File: config.mk
export PLATFORM = sky130hd
export DESIGN_NAME = fraction_reduce_gcd_core
export DESIGN_NICKNAME = d
export VERILOG_FILES = /design/src/rtl/frg_pkg.sv /design/src/rtl/frg_div.sv /design/src/rtl/frg_dpath.sv /design/src/rtl/frg_ctrl.sv /design/src/rtl/fraction_reduce_gcd_core.sv
export SDC_FILE = /design/constraint.sdc
export NUM_CORES = 1
export LEC_CHECK = 0
export BUFFER_PORTS_ARGS = -buffer_cell sky130_fd_sc_hd__buf_2
export CAP_MARGIN = 20
export CORE_MARGIN = 5
export CORE_UTILIZATION = 40
export DETAILED_ROUTE_END_ITERATION = 10
export PLACE_DENSITY = 0.61
export SYNTH_ARGS = -nofsm -noshare
export SYNTH_HDL_FRONTEND = slang
export SYNTH_HIERARCHICAL = 1
export SYNTH_SLANG_ARGS = --single-unit
export TNS_END_PERCENT = 100
File: constraint.sdc
create_clock -name i_clk -period 15.3 [get_ports i_clk]
set_input_delay 3.06 -clock i_clk [delete_from_list [all_inputs] [get_ports i_clk]]
set_output_delay 3.06 -clock i_clk [all_outputs]
set_load 0.02 [all_outputs]
File: src/rtl/frg_pkg.sv
// Shared constants and controller/datapath interface types for the fraction reducer.
package frg_pkg;

    localparam int FIELD_W    = 32;
    localparam int STATUS_W   = 2;
    localparam int DEF_WIDTH  = 32;
    localparam int IN_DATA_W  = ((2 * FIELD_W + 7) / 8) * 8;
    localparam int OUT_DATA_W = ((3 * FIELD_W + STATUS_W + 7) / 8) * 8;

    localparam logic [STATUS_W-1:0] ST_REDUCED  = 2'd0;
    localparam logic [STATUS_W-1:0] ST_ZERO_NUM = 2'd1;
    localparam logic [STATUS_W-1:0] ST_DIV_ZERO = 2'd2;

    typedef struct packed {
        logic load;      // capture a new fraction
        logic gcd_step;  // one binary gcd reduction step
        logic div_init;  // form the gcd and start both dividers
        logic div_step;  // one quotient bit in both dividers
        logic out_load;  // move the result into the output register
    } t_cmd;

    typedef struct packed {
        logic num_zero;
        logic den_zero;
        logic gcd_done;
        logic out_free;
    } t_stat;

endpackage

File: src/rtl/frg_div.sv
// Restoring divider that retires one quotient bit per step.
module frg_div #(
    parameter int WIDTH = frg_pkg::DEF_WIDTH
) (
    input  logic             i_clk,
    input  logic             i_start,
    input  logic             i_step,
    input  logic [WIDTH-1:0] i_dividend,
    input  logic [WIDTH-1:0] i_divisor,
    output logic [WIDTH-1:0] o_quotient
);

    logic [WIDTH-1:0] r_quot;
    logic [WIDTH-1:0] r_rem;
    logic [WIDTH-1:0] r_dsr;
    logic [WIDTH:0]   rem_sh;
    logic [WIDTH-1:0] rem_sub;
    logic             fits;

    always_comb begin
        rem_sh  = {r_rem, r_quot[WIDTH-1]};
        // only taken when it fits, so the difference is below the divisor
        rem_sub = rem_sh[WIDTH-1:0] - r_dsr;
        fits    = (rem_sh >= {1'b0, r_dsr});
    end

    always_ff @(posedge i_clk) begin
        if (i_start) begin
            r_quot <= i_dividend;
            r_rem  <= '0;
            r_dsr  <= i_divisor;
        end else if (i_step) begin
            r_quot <= {r_quot[WIDTH-2:0], fits};
            // remainder stays below the divisor, so the top bit is zero
            r_rem  <= fits ? rem_sub : rem_sh[WIDTH-1:0];
        end
    end

    assign o_quotient = r_quot;

endmodule

File: src/rtl/frg_dpath.sv
// Datapath: operand registers, binary gcd unit, two dividers and output register.
module frg_dpath #(
    parameter int WIDTH = frg_pkg::DEF_WIDTH
) (
    input  logic                             i_clk,
    input  logic                             i_rst_n,
    input  frg_pkg::t_cmd                    i_cmd,
    output frg_pkg::t_stat                   o_stat,
    input  logic [frg_pkg::IN_DATA_W-1:0]    i_in_data,
    input  logic                             i_out_ready,
    output logic                             o_out_valid,
    output logic [frg_pkg::OUT_DATA_W-1:0]   o_out_data
);

    localparam int KW = $clog2(WIDTH);

    logic [WIDTH-1:0] in_num;
    logic [WIDTH-1:0] in_den;

    logic [WIDTH-1:0] r_num;
    logic [WIDTH-1:0] r_den;
    logic [WIDTH-1:0] r_a;
    logic [WIDTH-1:0] r_b;
    logic [KW-1:0]    r_k;
    logic             r_num_zero;
    logic             r_den_zero;
    logic             r_out_valid;

    logic [frg_pkg::FIELD_W-1:0]  r_rn;
    logic [frg_pkg::FIELD_W-1:0]  r_rd;
    logic [frg_pkg::FIELD_W-1:0]  r_g_out;
    logic [frg_pkg::STATUS_W-1:0] r_status;

    logic [WIDTH-1:0] n_a;
    logic [WIDTH-1:0] n_b;
    logic [KW-1:0]    n_k;
    logic [WIDTH-1:0] gcd_val;
    logic [WIDTH-1:0] quot_num;
    logic [WIDTH-1:0] quot_den;

    assign in_num = WIDTH'(i_in_data[frg_pkg::FIELD_W-1:0]);
    assign in_den = WIDTH'(i_in_data[2*frg_pkg::FIELD_W-1:frg_pkg::FIELD_W]);

    // Stein step: strip common twos into k, strip lone twos, halve the odd difference
    always_comb begin
        n_a = r_a;
        n_b = r_b;
        n_k = r_k;
        if (!r_a[0] && !r_b[0]) begin
            n_a = r_a >> 1;
            n_b = r_b >> 1;
            n_k = r_k + 1'b1;
        end else if (!r_a[0]) begin
            n_a = r_a >> 1;
        end else if (!r_b[0]) begin
            n_b = r_b >> 1;
        end else if (r_a >= r_b) begin
            n_a = (r_a - r_b) >> 1;
        end else begin
            n_b = (r_b - r_a) >> 1;
        end
    end

    assign gcd_val = (r_a | r_b) << r_k;

    always_ff @(posedge i_clk) begin
        if (i_cmd.load) begin
            r_num      <= in_num;
            r_den      <= in_den;
            r_a        <= in_num;
            r_b        <= in_den;
            r_k        <= '0;
            r_num_zero <= (in_num == '0);
            r_den_zero <= (in_den == '0);
        end else if (i_cmd.gcd_step) begin
            r_a <= n_a;
            r_b <= n_b;
            r_k <= n_k;
        end else if (i_cmd.div_init) begin
            r_a <= gcd_val;
        end
    end

    frg_div #(.WIDTH(WIDTH)) u_div_num (
        .i_clk      (i_clk),
        .i_start    (i_cmd.div_init),
        .i_step     (i_cmd.div_step),
        .i_dividend (r_num),
        .i_divisor  (gcd_val),
        .o_quotient (quot_num)
    );

    frg_div #(.WIDTH(WIDTH)) u_div_den (
        .i_clk      (i_clk),
        .i_start    (i_cmd.div_init),
        .i_step     (i_cmd.div_step),
        .i_dividend (r_den),
        .i_divisor  (gcd_val),
        .o_quotient (quot_den)
    );

    // after div_init r_a holds the gcd
    always_ff @(posedge i_clk) begin
        if (i_cmd.out_load) begin
            if (r_num_zero) begin
                r_rn     <= '0;
                r_rd     <= frg_pkg::FIELD_W'(1);
                r_g_out  <= '0;
                r_status <= frg_pkg::ST_ZERO_NUM;
            end else if (r_den_zero) begin
                r_rn     <= '0;
                r_rd     <= '0;
                r_g_out  <= '0;
                r_status <= frg_pkg::ST_DIV_ZERO;
            end else begin
                r_rn     <= frg_pkg::FIELD_W'(quot_num);
                r_rd     <= frg_pkg::FIELD_W'(quot_den);
                r_g_out  <= frg_pkg::FIELD_W'(r_a);
                r_status <= frg_pkg::ST_REDUCED;
            end
        end
    end

    always_ff @(posedge i_clk) begin
        if (!i_rst_n) begin
            r_out_valid <= 1'b0;
        end else if (i_cmd.out_load) begin
            r_out_valid <= 1'b1;
        end else if (i_out_ready) begin
            r_out_valid <= 1'b0;
        end
    end

    assign o_stat.num_zero = r_num_zero;
    assign o_stat.den_zero = r_den_zero;
    assign o_stat.gcd_done = (r_a == '0) || (r_b == '0);
    assign o_stat.out_free = !r_out_valid || i_out_ready;

    assign o_out_valid = r_out_valid;
    assign o_out_data  = frg_pkg::OUT_DATA_W'({r_status, r_g_out, r_rd, r_rn});

endmodule

File: src/rtl/frg_ctrl.sv
// Controller state machine sequencing capture, gcd, division and result hand-off.
module frg_ctrl #(
    parameter int WIDTH = frg_pkg::DEF_WIDTH
) (
    input  logic           i_clk,
    input  logic           i_rst_n,
    input  logic           i_in_valid,
    output logic           o_in_ready,
    input  frg_pkg::t_stat i_stat,
    output frg_pkg::t_cmd  o_cmd
);

    localparam int CW = $clog2(WIDTH);

    typedef enum logic [2:0] {
        S_IDLE,
        S_GCD,
        S_DIV,
        S_OUT
    } t_state;

    t_state         r_state;
    logic [CW-1:0]  r_cnt;

    always_ff @(posedge i_clk) begin
        if (!i_rst_n) begin
            r_state <= S_IDLE;
            r_cnt   <= '0;
        end else begin
            unique case (r_state)
                S_IDLE: begin
                    if (i_in_valid) begin
                        r_state <= S_GCD;
                    end
                end
                S_GCD: begin
                    if (i_stat.num_zero || i_stat.den_zero) begin
                        r_state <= S_OUT;
                    end else if (i_stat.gcd_done) begin
                        r_state <= S_DIV;
                        r_cnt   <= '0;
                    end
                end
                S_DIV: begin
                    r_cnt <= r_cnt + 1'b1;
                    if (r_cnt == CW'(WIDTH - 1)) begin
                        r_state <= S_OUT;
                    end
                end
                S_OUT: begin
                    if (i_stat.out_free) begin
                        r_state <= S_IDLE;
                    end
                end
                default: begin
                    r_state <= S_IDLE;
                end
            endcase
        end
    end

    assign o_in_ready = (r_state == S_IDLE);

    always_comb begin
        o_cmd          = '0;
        o_cmd.load     = (r_state == S_IDLE) && i_in_valid;
        o_cmd.gcd_step = (r_state == S_GCD) && !i_stat.num_zero && !i_stat.den_zero
                         && !i_stat.gcd_done;
        o_cmd.div_init = (r_state == S_GCD) && !i_stat.num_zero && !i_stat.den_zero
                         && i_stat.gcd_done;
        o_cmd.div_step = (r_state == S_DIV);
        o_cmd.out_load = (r_state == S_OUT) && i_stat.out_free;
    end

endmodule

File: src/rtl/fraction_reduce_gcd_core.sv
// Top level of the fraction reducer: binary gcd followed by two restoring dividers.
//
//  channel   | dir | tdata fields (low bit up)
//  s_axis    | in  | numerator_in[31:0], denominator_in[63:32]
//  m_axis    | out | reduced_numerator[31:0], reduced_denominator[63:32],
//            |     | common_divisor[95:64], status[97:96], zero pad to 104
//
// One fraction at a time. Binary gcd takes one cycle per step, at most 2*WIDTH
// steps; both quotients then come from two dividers working side by side, and
// the result is then loaded for hand-off. A zero operand skips to the result.
// Reset (i_rst_n low at a clock edge) clears the controller and output valid.
// A stalled result holds in the output register and the next result waits for it;
// the next fraction is taken as soon as the previous result has been loaded.
module fraction_reduce_gcd_core #(
    parameter int WIDTH = frg_pkg::DEF_WIDTH
) (
    input  logic                           i_clk,
    input  logic                           i_rst_n,
    input  logic                           s_axis_tvalid,
    output logic                           s_axis_tready,
    input  logic [frg_pkg::IN_DATA_W-1:0]  s_axis_tdata,   // numerator, denominator
    output logic                           m_axis_tvalid,
    input  logic                           m_axis_tready,
    output logic [frg_pkg::OUT_DATA_W-1:0] m_axis_tdata    // rn, rd, gcd, status, pad
);

    frg_pkg::t_cmd  cmd;
    frg_pkg::t_stat stat;

    frg_ctrl #(.WIDTH(WIDTH)) u_ctrl (
        .i_clk      (i_clk),
        .i_rst_n    (i_rst_n),
        .i_in_valid (s_axis_tvalid),
        .o_in_ready (s_axis_tready),
        .i_stat     (stat),
        .o_cmd      (cmd)
    );

    frg_dpath #(.WIDTH(WIDTH)) u_dpath (
        .i_clk       (i_clk),
        .i_rst_n     (i_rst_n),
        .i_cmd       (cmd),
        .o_stat      (stat),
        .i_in_data   (s_axis_tdata),
        .i_out_ready (m_axis_tready),
        .o_out_valid (m_axis_tvalid),
        .o_out_data  (m_axis_tdata)
    );

`ifndef SYNTHESIS
    // one fraction in flight: after a transfer the input side closes
    a_one_in_flight: assert property (@(posedge i_clk) disable iff (!i_rst_n)
        s_axis_tvalid && s_axis_tready |=> !s_axis_tready)
        else $error("input accepted while a fraction is in flight");

    // a reduced result has a nonzero gcd and nonzero parts
    a_reduced_nonzero: assert property (@(posedge i_clk) disable iff (!i_rst_n)
        m_axis_tvalid && (m_axis_tdata[97:96] == frg_pkg::ST_REDUCED) |->
        (m_axis_tdata[95:64] != 32'd0) && (m_axis_tdata[63:32] != 32'd0)
        && (m_axis_tdata[31:0] != 32'd0))
        else $error("reduced result with a zero part");

    // zero numerator always yields 0/1 with no gcd
    a_zero_num_shape: assert property (@(posedge i_clk) disable iff (!i_rst_n)
        m_axis_tvalid && (m_axis_tdata[97:96] == frg_pkg::ST_ZERO_NUM) |->
        (m_axis_tdata[31:0] == 32'd0) && (m_axis_tdata[63:32] == 32'd1)
        && (m_axis_tdata[95:64] == 32'd0))
        else $error("zero numerator result is not 0/1");
`endif

endmodule

# Word level (Yosys, flattened, before mapping)
# Index checks and enable logic that the tools add are counted.
# op_classes
addsub,6
n_lt_le_gt_ge,3
n_eq_ne,13
shift,1
n_mux,32
n_bitwise,1
reduce_logical,34
# ops
op,count
32-bit two-way mux,19
32-bit zero test,4
32-bit subtractor,4
33-bit by 32-bit >= comparator with 1-bit output,2
32-bit >= comparator,1
32-bit OR,1
32-bit by 5-bit << shifter with 32-bit output,1
3-bit two-way mux,5
3-bit case mux with 4 select lines,1
"5-bit by 1-bit adder with 5-bit output, second input constant",2
5-bit two-way mux,2
"5-bit != test, second input constant",2
5-bit case mux with 2 select lines,1
3-bit AND reduction,3
2-bit nonzero test,4
1-bit logical AND,7
"3-bit by 2-bit equality test with 1-bit output, second input constant",2
1-bit zero test,6
"2-bit != test, second input constant",3
3-bit nonzero test,2
"5-bit equality test, second input constant",1
"2-bit by 1-bit != test with 1-bit output, second input constant",2
"4-bit != test, second input constant",1
2-bit AND reduction,2
other kinds (8),12
# word_totals
ff_bits,402
inputBits,68

# Longest topological paths before layout
# depth
word_depth,7
depth_mapped,14
depth_no_buf,13

# Modules after synthesis
# Netlist, hierarchy kept.
# by_module_without_submodules
module,instances,cells_per_inst,area_per_inst_um2
frg_dpath,1,1422,14838.0
frg_div at u_dpath.u_div_num,1,565,5654.2
frg_div at u_dpath.u_div_den,1,562,5591.6
frg_ctrl,1,56,518.0

# Least setup slack after synthesis
# Ideal clock, no wire load.
# synth_path
kind,input to register
startpoint,input s_axis_tvalid
endpoint,register u_dpath.r_a[10] (enable)
setup_ns,0.467
arrival_time_ns,7.671
setup_slack_ns,7.162
stages,5
path_buffers,2
cell_sequence,and2_1 -> clkbuf_1 -> clkbuf_1 -> or3_1 -> a21boi_0
# synth_between
elab_chain_len,3
elab_cells_between_ends,5
# synth_lines
element,line_no,source
"start, declared",fraction_reduce_gcd_core.sv:19,"input logic s_axis_tvalid,"
1-bit logical AND (*),frg_ctrl.sv:66,o_cmd.load = (r_state == S_IDLE) && i_in_valid;
5-bit != test (no line) or 3-bit nonzero test (tied branches),n/a,
3-bit AND reduction (no line) (*),n/a,
"end signal, assigned",frg_dpath.sv:70,r_a <= in_num;
"end signal, assigned",frg_dpath.sv:76,r_a <= n_a;
"end signal, assigned",frg_dpath.sv:80,r_a <= gcd_val;
"end, declared",frg_dpath.sv:22,logic [WIDTH-1:0] r_a;
# Every way passes the cells marked *; elsewhere a longest branch is shown, timed or not.
# A chain may end at the register's enable or synchronous reset.

==> results.cfg <==
[status]
status = completed

[routing]
drt_iter0_markers = 2326
vias = 21014
drtAntennaViolNets = 0
wl_per_cell_um = 23.3
first_pass_iters = 6
drc = 0
viasPerCell = 5.85
wl_um = 83700

[worst_setup_path]
cp_cell_sequence = buf_2, and2_4, buf_4, or3_1, a21boi_2, buf_4
arrival_ns = 5.48
critPathBufInv = 3
crit_path_max_incr_delay_ns = 0.61
crit_path_top_delay_cell = a21boi_2
worst-path-max-fanout = 51
start_kind = input pin
crit_type = input pin to register
crit_family = buffers and inverters
end_kind = register
crit_top_cell = buf_4
required_ns = 15.56

[place]
dpl.hpwl_um = 62900
dpl_cell_area_um2 = 28000
routabilityCongestion = 0.925
numPortBuffers = 167

[floorplanning]
initial_core_util_pct = 40.4
chipWidth_um = 268
die_h_um = 268
fp-row-count = 94
pin_count = 174
fp.dieArea_um2 = 71800
core_um2 = 65900

[synth]
synth.area.top_cells = edfxtp_1 (40%), ha_1 (7.9%), dfxtp_1 (5.8%)
yosys_most_used_dff = edfxtp_1
synth_area_um2 = 26600
yosys_warnings = 6
yosysSeqAreaShare_pct = 46.0
syn_avg_cell_area_um2 = 10.2
synth_cells = 2605
ys_ff_latch = 433
synth-edff-count = 356
synth_top_area_cell = edfxtp_1
synth.distinct_cells = 102
async_reset_ff_share_pct = 0
synth_top_area_share_pct = 40.2

[final_layout]
antennaDiodeCount = 0
postLayoutCoreUtil_pct = 45.2
fill_cells = 6187
syn2layout_area_growth_pct = 11.8
layout-drive-gt1-share_pct = 15.2
nets = 2931
final_area_um2 = 29700

[job]
max_cap_viol_count = 0

[cts]
cts_tree = yes
ctsHoldBuffers = 0
root_buffer = clkbuf_16
ctsHtreeMaxLevel = 2
clk_pin_slew_ns = 0.06
cts.repair.resized = 0
post_cts_buffers = 0
clock_latency_ns = 0.61
clkSinkCount = 433
ctsLongestPathBuffers = 3
cts_buffers = 48

[power]
power_leakage_nw = 11.4
peakVddDrop_v = 0.000151
p_per_area_nw_per_um2 = 245

[timing]
finalCriticalPeriod_ns = 5.22
setup_viol = 0
rsz0062_at_grt = no
finalHoldViolCount = 0
period_share_pct = 34.1
slew_viol_final = 0
finalSetupTns_ns = 0
max_freq_ghz = 0.192
slew-limit-headroom_pct = 28.1
fin_hold_ws_ns = 0.493
worst_pin_slew_ns = 1.07
skew_ns = 0.0273

[global_route]
met1_usage_pct = 31.4
grt_util_met3_pct = 3.52
antenna_found_initial = 2
grt.total_usage_pct = 22.4
grt_pass1_wl_um = 125000
grt-busiest-layer = met2
use_met2_pct = 36.4
grt_pass1_vias = 20327
grt_overflow = 0
grt_start_max_net_pins = 88

[min_path]
hold_class = register to register
[metal layers]
metal,wire length (um),up-vias
li1,-,9700
met1,36200,10277
met2,38900,872
met3,6090,165
met4,2500,0
met5,0,-
[registers in the layout (all words and copies together), names as in the netlist]
name,cells
u_dpath/r_num_zero,1
u_dpath/r_b,32
u_dpath/r_k,5
u_dpath/r_rn,32
u_dpath/r_den,32
u_dpath/u_div_num/o_quotient,32
u_dpath/u_div_num/r_dsr,32
u_dpath/o_out_valid,1
u_dpath/u_div_den/r_dsr,32
u_dpath/u_div_num/r_rem,32
u_ctrl/r_state,2
u_dpath/r_status,2
u_dpath/r_num,32
u_dpath/u_div_den/o_quotient,32
u_ctrl/r_cnt,5
u_dpath/r_rd,32
u_dpath/u_div_den/r_rem,32
u_dpath/r_a,32
u_dpath/r_g_out,32
u_dpath/r_den_zero,1
[cell families (layout without fill, tap and decap cells)]
group	count (synthesis)	count (layout)	share of synthesized area, %
other	1	6	0.0141
AOI/OAI and AO/OA	657	657	17.0
adders and majority gates	171	171	8.16
buffers and inverters	369	488	5.65
muxes	125	125	6.06
and+or+nand+nor	743	743	13.6
xor gates and xnor gates	106	106	3.49
DFF	433	433	46.0
[final cells by class]
type                    instances  area [um2]  share of cell area, %
flip-flops and latches        433       12200                   41.1
repair buffers                189        1020                   3.42
clock inverters                26         419                   1.41
inverters                     212         801                   2.69
well taps                     864        1080                   3.63
multi-input cells            1808       12900                   43.5
clock buffers                  61        1270                   4.27
[path summary, 6_finish.rpt]
check,start,endpoint,slack (ns),depth (start not counted)
max,s_axis_tvalid,u_dpath/r_a[31]$_DFFE_PP_,10.08,6
min,u_dpath/u_div_den/r_rem[20]$_SDFFE_PP0P_,u_dpath/u_div_den/r_rem[20]$_SDFFE_PP0P_,0.49,2
max reg2reg,u_dpath/r_b[15]$_DFFE_PP_,u_dpath/u_div_num/o_quotient[13]$_DFFE_PP_,10.59,7
min reg2reg,u_dpath/u_div_den/r_rem[20]$_SDFFE_PP0P_,u_dpath/u_div_den/r_rem[20]$_SDFFE_PP0P_,0.49,2
[worst register-to-register path: stages (launching register included)]
cell and delay (ns):
edfxtp_1 0.49, nor4_1 0.42, nand4_1 0.25, o22ai_1 0.54, nand4bb_1 0.42, inv_6 0.55, buf_4 0.74, or2_2 0.90
[power breakdown]
part,switching [mW],internal (mW)
Combinational,2.53,1.46
Sequential,0.320,1.73
Clock,0.502,0.745
Total,3.36,3.93
[cell usage after synthesis, types with 42 or more instances]
library cell	n
nor2_1	195
a21oi_1	190
nor3_1	92
xnor2_1	89
inv_1	209
ha_1	167
dfxtp_1	77
edfxtp_1	356
nor4_1	44
clkbuf_1	109
mux2_2	77
and2_1	71
a211oi_1	42
nand2_1	181
o21ai_0	107
[through the flow]
step	cells	setup slack [ns]	total power, mW
6_report	3593	10.08	7.29
5_1_grt	3593	10.0	7.72
4_1_cts	3592	10.16	7.23
3_5_place_dp	3505	9.49	5.95
3_3_place_gp	3504	9.61	5.92
2_1_floorplan	2610	7.16	4.78
[cell usage in the layout, fill, tap and decap left out, types with 25 or more instances in the layout]
| master | n |
|---|---|
| a311oi_1 | 28 |
| nor2_1 | 194 |
| nand3_1 | 29 |
| clkbuf_16 | 48 |
| a211oi_1 | 42 |
| inv_1 | 208 |
| nor3_1 | 92 |
| mux2i_1 | 26 |
| mux2_2 | 77 |
| nor2b_1 | 28 |
| nand2_1 | 181 |
| and2_1 | 69 |
| o21ai_0 | 107 |
| xnor2_1 | 89 |
| nor4_1 | 44 |
| buf_2 | 167 |
| a21oi_1 | 190 |
| dfxtp_1 | 76 |
| a21o_1 | 25 |
| ha_1 | 166 |
| edfxtp_1 | 356 |
(Power assumes the default switching activity.)
